==> config.mk <==
export PLATFORM = sky130hd
export DESIGN_NAME = single_wire_humidity_reader
export DESIGN_NICKNAME = d
export VERILOG_FILES = /design/src/swhr_pkg.sv /design/src/swhr_core.sv /design/src/single_wire_humidity_reader.sv
export VERILOG_INCLUDE_DIRS = /design/src /design/src/src
export SDC_FILE = /design/constraint.sdc
export NUM_CORES = 1
export LEC_CHECK = 0
export ABC_CLOCK_PERIOD_IN_PS = 8310
export BUFFER_PORTS_ARGS = -buffer_cell sky130_fd_sc_hd__buf_4
export CAP_MARGIN = 20
export CORE_ASPECT_RATIO = 1.75
export CORE_UTILIZATION = 60
export CTS_CLUSTER_SIZE = 10
export DETAILED_ROUTE_END_ITERATION = 16
export GPL_ROUTABILITY_DRIVEN = 0
export MAX_ROUTING_LAYER = met4
export PLACE_DENSITY = 0.88
export SETUP_SLACK_MARGIN = 0.02
export SLEW_MARGIN = 10
export SYNTH_ARGS = -nofsm -noshare
export SYNTH_HDL_FRONTEND = slang
export SYNTH_SLANG_ARGS = --single-unit
==> constraint.sdc <==
create_clock -name clk -period 8.31 [get_ports clk]
set_input_delay 1.662 -clock clk [delete_from_list [all_inputs] [get_ports clk]]
set_output_delay 1.662 -clock clk [all_outputs]
set_load 0.02 [all_outputs]
==> src/assert_macros.svh <==
// assertion macros shared by the humidity reader modules
// expects clk and rst_n in the scope of each use
`ifndef ASSERT_MACROS_SVH
`define ASSERT_MACROS_SVH
`ifndef NO_ASSERTIONS
`define SWHR_ASSERT(label, expr) \
    label: assert property (@(posedge clk) disable iff (!rst_n) (expr)) \
        else $error("assertion failed");
`define SWHR_ASSERT_IMPL(label, ante, cons) \
    label: assert property (@(posedge clk) disable iff (!rst_n) (ante) |-> (cons)) \
        else $error("assertion failed");
`define SWHR_ASSERT_NEXT(label, ante, cons) \
    label: assert property (@(posedge clk) disable iff (!rst_n) (ante) |=> (cons)) \
        else $error("assertion failed");
`else
`define SWHR_ASSERT(label, expr)
`define SWHR_ASSERT_IMPL(label, ante, cons)
`define SWHR_ASSERT_NEXT(label, ante, cons)
`endif
`endif

==> src/swhr_pkg.sv <==
// types and constants of the single-wire humidity reader
// no dependencies
package swhr_pkg;

    localparam int START_W    = 20;
    localparam int DELAY_W    = 10;
    localparam int PAUSE_W    = 20;
    localparam int HUM_W      = 8;
    localparam int CFG_DATA_W = 20;
    localparam int CFG_ADDR_W = 3;
    localparam int OUT_DATA_W = 16;

    localparam logic [CFG_ADDR_W-1:0] REG_START_LOW    = 3'd0;
    localparam logic [CFG_ADDR_W-1:0] REG_SAMPLE_DELAY = 3'd1;
    localparam logic [CFG_ADDR_W-1:0] REG_PAUSE        = 3'd2;
    localparam logic [CFG_ADDR_W-1:0] REG_HUM_LOW      = 3'd3;
    localparam logic [CFG_ADDR_W-1:0] REG_HUM_HIGH     = 3'd4;

    localparam logic [START_W-1:0] START_LOW_RST    = 20'd20000;
    localparam logic [DELAY_W-1:0] SAMPLE_DELAY_RST = 10'd30;
    localparam logic [PAUSE_W-1:0] PAUSE_RST        = 20'd100000;
    localparam logic [HUM_W-1:0]   HUM_LOW_RST      = 8'd40;
    localparam logic [HUM_W-1:0]   HUM_HIGH_RST     = 8'd60;

    typedef enum logic [3:0] {
        PH_START      = 4'd0,
        PH_RESP_HIGH  = 4'd1,
        PH_RESP_LOW   = 4'd2,
        PH_RESP_HIGH2 = 4'd3,
        PH_BIT_RISE   = 4'd4,
        PH_BIT_DELAY  = 4'd5,
        PH_BIT_FALL   = 4'd6,
        PH_PAUSE      = 4'd7
    } phase_t;

    typedef struct packed {
        logic [START_W-1:0] start_low_ticks;
        logic [DELAY_W-1:0] sample_delay_ticks;
        logic [PAUSE_W-1:0] pause_ticks;
        logic [HUM_W-1:0]   humidity_low_limit;
        logic [HUM_W-1:0]   humidity_high_limit;
    } swhr_cfg_t;

    typedef struct packed {
        logic             alarm;
        logic [HUM_W-1:0] humidity;
        logic             reading_valid;
        logic             drive_low;
    } swhr_result_t;

endpackage

==> src/swhr_core.sv <==
// read sequencer: phase, tick and bit counters, shift register, held byte
// depends on swhr_pkg and assert_macros.svh
`include "assert_macros.svh"
module swhr_core #(
    parameter int DATA_BITS        = 8,
    parameter int TICK_COUNT_WIDTH = 20
) (
    input  logic                   clk,
    input  logic                   rst_n,
    input  logic                   accept,
    input  logic                   line_level,
    input  swhr_pkg::swhr_cfg_t    cfg,
    output swhr_pkg::swhr_result_t result
);
    import swhr_pkg::*;

    localparam int BIT_CNT_W = $clog2(DATA_BITS + 1);
    localparam int CMP_W     = (TICK_COUNT_WIDTH > START_W) ? TICK_COUNT_WIDTH : START_W;
    localparam logic [TICK_COUNT_WIDTH-1:0] TICK_MAX = '1;
    localparam logic [BIT_CNT_W-1:0] BIT_LAST = BIT_CNT_W'(DATA_BITS);
    localparam logic [BIT_CNT_W-1:0] HUM_BITS = BIT_CNT_W'(HUM_W);

    phase_t                      phase_reg, phase_next;
    logic [TICK_COUNT_WIDTH-1:0] tick_cnt_reg, tick_cnt_next;
    logic [BIT_CNT_W-1:0]        bit_cnt_reg, bit_cnt_next;
    logic [HUM_W-1:0]            shift_reg, shift_next;
    logic [HUM_W-1:0]            humidity_reg, humidity_next;
    logic                        alarm_reg, alarm_next;

    logic [TICK_COUNT_WIDTH-1:0] tick_inc;
    logic [CMP_W-1:0]            count_target;
    logic                        count_done;
    logic [BIT_CNT_W-1:0]        bit_inc;
    logic                        valid;

    // saturating tick counter, reaching the ceiling also ends a count
    always_comb
    begin
        tick_inc = (tick_cnt_reg == TICK_MAX) ? tick_cnt_reg : tick_cnt_reg + 1'b1;
        case (phase_reg)
            PH_START:     count_target = CMP_W'(cfg.start_low_ticks);
            PH_BIT_DELAY: count_target = CMP_W'(cfg.sample_delay_ticks);
            default:      count_target = CMP_W'(cfg.pause_ticks);
        endcase
        count_done = (CMP_W'(tick_inc) >= count_target) || (tick_inc == TICK_MAX);
        bit_inc    = bit_cnt_reg + 1'b1;
    end

    always_comb
    begin
        phase_next    = phase_reg;
        tick_cnt_next = tick_cnt_reg;
        bit_cnt_next  = bit_cnt_reg;
        shift_next    = shift_reg;
        humidity_next = humidity_reg;
        alarm_next    = alarm_reg;
        valid         = 1'b0;
        case (phase_reg)
            PH_START:
            begin
                tick_cnt_next = count_done ? '0 : tick_inc;
                if (count_done)
                    phase_next = PH_RESP_HIGH;
            end
            PH_RESP_HIGH:
            begin
                if (!line_level)
                    phase_next = PH_RESP_LOW;
            end
            PH_RESP_LOW:
            begin
                if (line_level)
                    phase_next = PH_RESP_HIGH2;
            end
            PH_RESP_HIGH2:
            begin
                if (!line_level)
                begin
                    bit_cnt_next = '0;
                    phase_next   = PH_BIT_RISE;
                end
            end
            PH_BIT_RISE:
            begin
                if (line_level)
                begin
                    tick_cnt_next = '0;
                    phase_next    = PH_BIT_DELAY;
                end
            end
            PH_BIT_DELAY:
            begin
                tick_cnt_next = count_done ? '0 : tick_inc;
                if (count_done)
                begin
                    // only the humidity byte is kept, later bits pass through
                    if (bit_cnt_reg < HUM_BITS)
                        shift_next = {shift_reg[HUM_W-2:0], line_level};
                    phase_next = PH_BIT_FALL;
                end
            end
            PH_BIT_FALL:
            begin
                if (!line_level)
                begin
                    if (bit_inc >= BIT_LAST)
                    begin
                        humidity_next = shift_reg;
                        alarm_next    = (shift_reg < cfg.humidity_low_limit) ||
                                        (shift_reg > cfg.humidity_high_limit);
                        valid         = 1'b1;
                        bit_cnt_next  = '0;
                        tick_cnt_next = '0;
                        phase_next    = PH_PAUSE;
                    end
                    else
                    begin
                        bit_cnt_next = bit_inc;
                        phase_next   = PH_BIT_RISE;
                    end
                end
            end
            PH_PAUSE:
            begin
                tick_cnt_next = count_done ? '0 : tick_inc;
                if (count_done)
                    phase_next = PH_START;
            end
            default:
            begin
                phase_next    = PH_START;
                tick_cnt_next = '0;
                bit_cnt_next  = '0;
            end
        endcase
    end

    always_ff @(posedge clk or negedge rst_n)
    begin
        if (!rst_n)
        begin
            phase_reg    <= PH_START;
            tick_cnt_reg <= '0;
            bit_cnt_reg  <= '0;
            shift_reg    <= '0;
            humidity_reg <= '0;
            alarm_reg    <= 1'b0;
        end
        else if (accept)
        begin
            phase_reg    <= phase_next;
            tick_cnt_reg <= tick_cnt_next;
            bit_cnt_reg  <= bit_cnt_next;
            shift_reg    <= shift_next;
            humidity_reg <= humidity_next;
            alarm_reg    <= alarm_next;
        end
    end

    // drive_low follows the phase the tick was taken in
    assign result.drive_low     = (phase_reg == PH_START);
    assign result.reading_valid = valid;
    assign result.humidity      = humidity_next;
    assign result.alarm         = alarm_next;

    `SWHR_ASSERT(a_bit_cnt_range, bit_cnt_reg < BIT_LAST)
    `SWHR_ASSERT_IMPL(a_bit_cnt_idle, phase_reg == PH_START || phase_reg == PH_PAUSE,
        bit_cnt_reg == '0)
    `SWHR_ASSERT_IMPL(a_tick_cnt_edge_wait,
        phase_reg == PH_RESP_HIGH || phase_reg == PH_RESP_LOW ||
        phase_reg == PH_RESP_HIGH2 || phase_reg == PH_BIT_RISE ||
        phase_reg == PH_BIT_FALL, tick_cnt_reg == '0)

endmodule

==> src/single_wire_humidity_reader.sv <==
// top level of the single-wire humidity reader: config registers, output register
// depends on swhr_pkg, swhr_core and assert_macros.svh
//
// usage:
//   s_* carries one request per sensor tick; s_tdata[0] is the sampled line level.
//   m_* returns one result per request; m_tdata holds drive_low, reading_valid,
//   humidity and alarm. drive_low reports the start pulse for the tick taken.
//   cfg_we/cfg_addr/cfg_wdata write the timing and alarm registers, index 0..4;
//   other indexes are ignored. write only while no request is in flight.
// timing:
//   one request per cycle while the receiver does not stall; the result appears in
//   the output register in the cycle after the request is taken, set by the single
//   register stage after the sequencer update.
//   when the receiver stalls, the output register holds and s_tready drops
//   until the held result is taken; the sequencer only advances on a request.
// reset:
//   rst_n clears the sequencer to the start pulse phase, counters to zero,
//   held humidity and alarm to zero, and loads the default register values.
`include "assert_macros.svh"
module single_wire_humidity_reader #(
    parameter int DATA_BITS        = 8,
    parameter int TICK_COUNT_WIDTH = 20
) (
    input  logic                                clk,
    input  logic                                rst_n,
    input  logic                                s_tvalid,
    output logic                                s_tready,
    input  logic [7:0]                          s_tdata,   // [0] line_level
    output logic                                m_tvalid,
    input  logic                                m_tready,
    // [0] drive_low, [1] reading_valid, [9:2] humidity, [10] alarm
    output logic [swhr_pkg::OUT_DATA_W-1:0]     m_tdata,
    input  logic                                cfg_we,
    input  logic [swhr_pkg::CFG_ADDR_W-1:0]     cfg_addr,
    input  logic [swhr_pkg::CFG_DATA_W-1:0]     cfg_wdata
);
    import swhr_pkg::*;

    swhr_cfg_t                 cfg_reg;
    swhr_result_t              result;
    logic                      accept;
    logic                      out_valid_reg;
    logic [OUT_DATA_W-1:0]     out_data_reg;

    always_ff @(posedge clk or negedge rst_n)
    begin
        if (!rst_n)
        begin
            cfg_reg.start_low_ticks     <= START_LOW_RST;
            cfg_reg.sample_delay_ticks  <= SAMPLE_DELAY_RST;
            cfg_reg.pause_ticks         <= PAUSE_RST;
            cfg_reg.humidity_low_limit  <= HUM_LOW_RST;
            cfg_reg.humidity_high_limit <= HUM_HIGH_RST;
        end
        else if (cfg_we)
        begin
            case (cfg_addr)
                REG_START_LOW:    cfg_reg.start_low_ticks     <= cfg_wdata[START_W-1:0];
                REG_SAMPLE_DELAY: cfg_reg.sample_delay_ticks  <= cfg_wdata[DELAY_W-1:0];
                REG_PAUSE:        cfg_reg.pause_ticks         <= cfg_wdata[PAUSE_W-1:0];
                REG_HUM_LOW:      cfg_reg.humidity_low_limit  <= cfg_wdata[HUM_W-1:0];
                REG_HUM_HIGH:     cfg_reg.humidity_high_limit <= cfg_wdata[HUM_W-1:0];
                default:          ;
            endcase
        end
    end

    assign s_tready = !out_valid_reg || m_tready;
    assign accept   = s_tvalid && s_tready;

    swhr_core #(
        .DATA_BITS        (DATA_BITS),
        .TICK_COUNT_WIDTH (TICK_COUNT_WIDTH)
    ) u_core (
        .clk        (clk),
        .rst_n      (rst_n),
        .accept     (accept),
        .line_level (s_tdata[0]),
        .cfg        (cfg_reg),
        .result     (result)
    );

    always_ff @(posedge clk or negedge rst_n)
    begin
        if (!rst_n)
            out_valid_reg <= 1'b0;
        else if (accept)
            out_valid_reg <= 1'b1;
        else if (m_tready)
            out_valid_reg <= 1'b0;
    end

    always_ff @(posedge clk)
    begin
        if (accept)
            out_data_reg <= OUT_DATA_W'(result);
    end

    assign m_tvalid = out_valid_reg;
    assign m_tdata  = out_data_reg;

    `SWHR_ASSERT_IMPL(a_stall_blocks_input, m_tvalid && !m_tready, !s_tready)
    `SWHR_ASSERT_NEXT(a_request_gives_result, accept, m_tvalid)
    `SWHR_ASSERT_IMPL(a_valid_not_in_start, m_tvalid && m_tdata[1], !m_tdata[0])

endmodule
Yosys cells after proc, flatten, opt, wreduce, memory -nomap -nowiden
Index checks and enable logic that the tools add are counted.
{"block": "totals", "ff_bits": 123, "input_bits": 36, "output_inout_bits": 18, "elab_cells": 97}
{"block": "classes", "n_addsub": 2, "magnitude_cmp": 5, "eq_ne": 22, "mux": 30, "n_bitwise": 3, "n_reduce_logical": 21}
{"operator": "$mux 20", "count": 5}
{"operator": "$pmux 20 s4", "count": 1}
{"operator": "$mux 4", "count": 11}
{"operator": "$eq 20x20->1 const B", "count": 2}
{"operator": "$pmux 20 s2", "count": 1}
{"operator": "$pmux 4 s8", "count": 1}
{"operator": "$mux 8", "count": 3}
{"operator": "$add 20x1->20 const B", "count": 1}
{"operator": "$ge 20x20->1", "count": 1}
{"operator": "$eq 4x3->1 const B", "count": 4}
{"operator": "$pmux 4 s3", "count": 1}
{"operator": "$ne 2x2->1 const B", "count": 5}
{"operator": "$reduce_and 2->1", "count": 5}
{"operator": "$reduce_and 9->1", "count": 1}
{"operator": "$eq 4x2->1 const B", "count": 2}
{"operator": "$gt 8x8->1", "count": 1}
{"operator": "$lt 8x8->1", "count": 1}
{"operator": "$ne 2x1->1 const B", "count": 4}
{"operator": "$reduce_and 4->1", "count": 2}
{"operator": "$eq 3x2->1 const B", "count": 2}
{"operator": "$mux 1", "count": 6}
{"operator": "$reduce_or 3->1", "count": 2}
{"operator": "$reduce_or 6->1", "count": 1}
{"operator": "$reduce_and 5->1", "count": 1}
{"operator": "other kinds (15)", "count": 19}

Depth between registers and ports, before layout
{"block": "logic_depth", "word_depth": 6, "ltp_mapped": 18}

Modules after synthesis
From an unflattened synthesis, not the netlist that was laid out.
{"block": "unflattened", "cells_unflattened": 626, "area_unflattened_um2": 7099.3}
{"mod": "swhr_core", "n_inst": 1, "cells_per_inst": 462, "area_per_inst_um2": 3955.0, "seq_area_each_um2": 1101.1}
{"mod": "single_wire_humidity_reader", "n_inst": 1, "cells_per_inst": 164, "area_per_inst_um2": 3144.3, "seq_area_each_um2": 2033.2}

Worst setup path before layout
OpenSTA, ideal clock, no wires.
{"block": "synth_path", "kind": "flip-flop to flip-flop", "startpoint": "reg u_core.tick_cnt_reg[0]", "endpoint": "reg u_core.tick_cnt_reg[12]", "t_arrival_ns": 4.453, "setup_slack_ns": 3.788, "path_stages_with_launch": 18, "n_path_buf": 3, "period_less_slack_ns": 4.522, "cell_sequence": "dfrtp_1 > ha_1 > nand3_1 > nor4_1 > nand2_1 > clkbuf_1 > nand2_1 > xnor2_1 > ha_1 > a211oi_1 > o21ai_0 > a311oi_1 > a21oi_1 > a2111oi_1 > and2_1 > clkbuf_1 > clkbuf_1 > a32o_1"}
{"block": "synth_via", "elab_chain_len": 6, "word_cells_on_any_way": 8, "classes_between": "1 x add/sub; 1 x order compare; 2 x eq/ne; 3 x mux; 1 x reduce/logical"}
{"element": "start, declared", "line_no": "swhr_core.sv:24", "text": "logic [TICK_COUNT_WIDTH-1:0] tick_cnt_reg, tick_cnt_next;"}
{"element": "start signal, assigned", "line_no": "swhr_core.sv:152", "text": "tick_cnt_reg <= tick_cnt_next;"}
{"element": "$add 20x1->20 or $eq 20x20->1 (tied branches)", "line_no": "swhr_core.sv:39", "text": "tick_inc = (tick_cnt_reg == TICK_MAX) ? tick_cnt_reg : tick_cnt_reg + 1'b1;"}
{"element": "$mux 20 *", "line_no": "swhr_core.sv:39"}
{"element": "$ge 20x20->1 or $eq 20x20->1 (tied branches)", "line_no": "swhr_core.sv:45", "text": "count_done = (CMP_W'(tick_inc) >= count_target) || (tick_inc == TICK_MAX);"}
{"element": "$logic_or 1x1->1", "line_no": "swhr_core.sv:45"}
{"element": "$mux 20 *", "line_no": "swhr_core.sv:61, swhr_core.sv:93, swhr_core.sv:125"}
{"element": "$pmux 20 s4 *", "line_no": "swhr_core.sv:58", "text": "case (phase_reg)"}
Mark *: on every way between the ends. The rest lies on a longest branch, timed or not.
A chain may end at the register's enable or synchronous reset.

Worst setup path in the final report
{"block": "layout_path", "startpoint": "reg u_core.tick_cnt_reg[0]", "endpoint": "reg u_core.tick_cnt_reg[14]"}
The elaborated chain is that of the path after synthesis.

==> results.md <==
Worst setup path:
- The setup path with the least slack is of type reg -> reg.
- In this design, the critical path's most frequently occurring cell is sky130_fd_sc_hd__ha_1.
- Counting cells, the worst reg-to-reg path comes to 14.
- Across all register-to-register paths, the minimum setup slack is 3270 ps.
- The critical path goes through ha_1 -> nand3_1 -> nor4_1 -> nand2_1 -> xnor2_1 -> ha_1 -> nor2b_1 -> o21ai_0 -> a311oi_1 -> a21oi_1 -> a2111oi_1 -> buf_4 -> and2_1 -> a32o_1.
- Data on the critical path arrives at its endpoint at approximately 5400 ps.
- In this design, the stage delay of the slowest critical-path cell is 660 ps.
- The maximum fanout along the worst path is 18.
- The worst setup path is captured at a register.
- STA puts the critical path data required time at 8670 ps.
- The reg-to-reg endpoint is u_core.tick_cnt_reg[14].
- The reg-to-reg startpoint is u_core.tick_cnt_reg[0].
- STA classifies the critical path startpoint as a register.
- For this design, the slowest cell found on the critical path is sky130_fd_sc_hd__and2_1.

Yosys:
- Synthesis produced 675 cells.
- The post-synthesis cell type count is 65.
- Of the post-synthesis cell area, the dominant cell type holds 0.3267.
- By area the synthesized netlist is led by sky130_fd_sc_hd__dfrtp_1 33%, sky130_fd_sc_hd__mux2_2 11%, sky130_fd_sc_hd__dfstp_2 8.0%.
- The most used flip-flop cell after synthesis is sky130_fd_sc_hd__dfrtp_1.
- After synthesis, the share of flip-flops with an asynchronous set or reset is 0.9098.
- The summed instance area of the synthesized netlist is roughly 0.0069 mm^2.
- The cell accounting for the most synthesized area is sky130_fd_sc_hd__dfrtp_1.
- In this run, synthesis inferred 11 flip-flops with an integrated enable.
- For this run, the number of Yosys warnings is 0.
- Of the synthesized area, sequential elements account for 0.4546.
- The average size of a mapped cell is between 10 and 15 um^2.
- After synthesis the netlist holds a flip-flop and latch count of 122.

Timing:
- The final critical delay including setup and external delays is 5045 ps.
- The worst path meets setup with 3265 ps of slack.
- The setup violation total in the final timing report is 0.
- Dividing the final minimum period by the clock period gives 0.6071.
- Between clock sinks in the finished design, the worst skew comes to about 7 ps.
- The fmax is about 200 MHz.
- Setup repair after global routing left no endpoint under its margin.
- Headroom to the max-slew limit came out at 0.4113.
- The final count of hold timing violations came to 0.
- The number of pins exceeding their max-slew limit in the final report came to 0.
- Adding up every negative setup slack in the final design gives 0 ps.
- At the pin with the least slew margin, the transition time is about 900 ps.

Global route:
- Summed over all layers, the global routing overflow is 0.
- The total track usage is 0.3157.
- The largest net degree at the start of global routing is 69.
- The first global-routing pass estimated 28.33 mm of wire.
- The via count of the first global-routing pass was 5,898.
- The initial antenna violation count came to 0.

Layout:
- The diode insertion count for antenna repair is 0.
- The area growth from synthesis to layout is 13.43%.
- The filler-free cell count of the finished design is 849.
- The net count of the finished layout is 777.
- The layout cell share with drive strength beyond 1 is 0.2538.
- The number of flip-flops under the largest register name is 66.

Power and ir drop:
- Total power for the finished layout comes to 2.038 mW.
- The share of total power in combinational logic is 0.279.
- The share of power burned in registers is 0.385.
- The net load switching power is roughly 700 uW.
- The cell area power density is around 260 mW/mm^2.
- The leakage power of the design is 3.485 nW.
- Of the total power, the clock network draws 0.335.
- The internal power consumption is 1.324 mW.
- The switching portion of total power is 0.3501.
- VDD sags by at most between 0.0002 and 0.00025 V.

Detailed routing:
- After detailed routing, the average wire length per cell comes to 21.07 um.
- Dividing the detail-routed via count by the number of cells gives around 6.7.
- The number of vias after detailed routing is around 5,700.
- The detail route stage leaves a number of antenna-violating nets equal to 0.
- The first-iteration detailed-routing DRC count is around 500.
- The first TritonRoute pass finished after 5 iterations.
- The total DRC errors in the routed layout is 0.
- The routed design has 17.89 mm of wire.

Clock tree:
- TritonCTS built the clock tree.
- In this run, post-CTS hold repair placed 0 buffers.
- For the worst-skew pair, the clock arrives at the later sink with an insertion delay of 430 ps.
- After clock tree synthesis, the clock-pin slew on the worst setup and hold paths is 60 ps.
- The tree is rooted in a sky130_fd_sc_hd__clkbuf_16.
- The number of instances resized during post-cts repair is 0.
- In this run the number of H-tree levels came out at 4.
- The maximum root-to-sink buffer count is 2.
- Counting every sink on the clock net gives 122.
- In this run, CTS created clock tree buffers numbering 17.
- The number of setup buffers added after CTS is 0.

Place:
- Input and output buffers added on the ports amount to 41.
- After detailed placement, the design holds a cell count of 816.
- The wire-length estimate of the detail-placed layout is 11.90 mm.
- Prior to clock tree synthesis, the placed netlist has a worst setup slack of 3629 ps.

Floorplan:
- The die covers 0.01194 mm^2.
- The boundary pin count is 54.
- For this configuration, the core starts out at a cell density of 0.6174.
- The number of standard-cell rows in the floorplan is between 50 and 60.
- The floorplan step defined a core boundary enclosing 0.01117 mm^2.
- The floorplan step set the die height to 143.8 um.
- The width of the chip is 83.03 um.

Min path:
- The hold path depth is 2.
- The worst hold path begins at u_core.humidity_reg[6].
- The worst hold path endpoint is u_core.humidity_reg[6].
- The class of the worst hold path is reg -> reg.

Status:
- The flow ran to the end, and the final reports show no timing, DRC or antenna violations.

Flow run:
- The max-capacitance violation count is 0.
==> power by group through the flow <==
stage,registers (mW),clock network (mW),logic [mW]
6_report,0.785,0.683,0.570
4_1_cts,0.782,0.682,0.556
5_1_grt,0.795,0.710,0.624
2_1_floorplan,0.759,0,0.406
3_5_place_dp,0.788,0,0.540
3_3_place_gp,0.779,0,0.499
==> layer usage <==
metal,global-route usage,part of all wire,vias up
met5,-,0,-
met4,0.2305,0.062,0
met3,0.07984,0.051,117
met2,0.5643,0.55,270
met1,0.2884,0.33,2772
li1,-,-,2514
==> Yosys cell counts, types with 3 or more instances <==
cell type                  count
sky130_fd_sc_hd__nand2b_1     12
sky130_fd_sc_hd__dfstp_2      21
sky130_fd_sc_hd__a21oi_1      27
sky130_fd_sc_hd__nand2_1      91
sky130_fd_sc_hd__a32o_1       17
sky130_fd_sc_hd__nor3_1        7
sky130_fd_sc_hd__a22oi_1      11
sky130_fd_sc_hd__buf_4         9
sky130_fd_sc_hd__o21ai_0      43
sky130_fd_sc_hd__edfxtp_1     11
sky130_fd_sc_hd__xnor2_1       7
sky130_fd_sc_hd__ha_1         37
sky130_fd_sc_hd__nand4_1      11
sky130_fd_sc_hd__o221ai_1     10
sky130_fd_sc_hd__a21o_1        6
sky130_fd_sc_hd__and3_1        6
sky130_fd_sc_hd__mux2_2       67
sky130_fd_sc_hd__a31oi_1       5
sky130_fd_sc_hd__dfrtp_1      90
sky130_fd_sc_hd__o21a_1        3
sky130_fd_sc_hd__nor2_1       29
sky130_fd_sc_hd__buf_2         3
sky130_fd_sc_hd__nand3_1      14
sky130_fd_sc_hd__o22ai_1      13
sky130_fd_sc_hd__clkbuf_1     30
sky130_fd_sc_hd__or3_1         3
sky130_fd_sc_hd__inv_1        28
sky130_fd_sc_hd__and2_1        5
sky130_fd_sc_hd__and4_1        6
sky130_fd_sc_hd__xor2_1        9
==> cell type report <==
class	instances	area, um^2
tap	132	165.2
clock buffer	18	429.2
fill	721	3347
inverter	29	108.9
timing repair buffer	50	379.1
sequential	122	3134
clock inverter	14	115.1
multi-input combinational	484	3488
==> cell families (layout without fill, tap and decap cells) <==
logic type,Yosys count,count (layout),synth area share
mux,67,67,0.1094
compound gates,157,157,0.1561
buf+inv,73,111,0.04628
fa+ha+maj,37,37,0.06715
xor+xnor,16,16,0.02033
simple gates,202,202,0.1456
flops,122,122,0.4546
other cells,1,5,0.0005439
==> worst max-delay path by stage <==
stage,from,to,slack [ps],depth (start not counted)
2_1_floorplan,u_core.tick_cnt_reg[0],u_core.tick_cnt_reg[12],3790,17
3_3_place_gp,u_core.tick_cnt_reg[0],u_core.tick_cnt_reg[10],3900,15
3_5_place_dp,u_core.tick_cnt_reg[0],u_core.tick_cnt_reg[14],3630,15
4_1_cts,u_core.tick_cnt_reg[0],u_core.tick_cnt_reg[14],3430,15
5_1_grt,u_core.tick_cnt_reg[0],u_core.tick_cnt_reg[14],2940,15
6_report,u_core.tick_cnt_reg[0],u_core.tick_cnt_reg[14],3270,14
==> stage by stage <==
step,util,instance area (um^2),hold slack [ps]
floorplan,-,6909,445.5
global placement,0.6505,7264,457.3
detailed placement,0.6505,7264,466.0
CTS,0.6993,7809,481.9
global route,0.7003,7820,516.1
finish,0.7003,7820,483.3
==> critical path, delay by kind of cell (launching register included) <==
kind	cells	cell delay, ps
AND/OR/NAND/NOR	5	1780
XOR/XNOR	1	440
AO/OA/AOI/OAI	5	1350
buffers and inverters	1	270
adder cells (fa/ha/maj)	2	650
flip-flops	1	460
==> cells in the final DEF, fill, tap and decap left out, drive strengths merged, types with 6 or more instances in the layout <==
cell type | netlist | final
a21o | 7 | 7
a21oi | 27 | 27
a22oi | 11 | 11
a32o | 17 | 17
and3 | 6 | 6
and4 | 8 | 8
buf | 14 | 50
clkbuf | 30 | 18
clkinvlp | 0 | 6
dfrtp | 90 | 90
dfstp | 21 | 21
edfxtp | 11 | 11
ha | 37 | 37
inv | 28 | 33
mux2 | 67 | 67
nand2 | 91 | 91
nand2b | 12 | 12
nand3 | 15 | 15
nand4 | 12 | 12
nor2 | 29 | 29
nor3 | 7 | 7
o21ai | 43 | 43
o221ai | 10 | 10
o22ai | 13 | 13
xnor2 | 7 | 7
xor2 | 9 | 9
No activity file was read; power rests on OpenSTA's default activity.
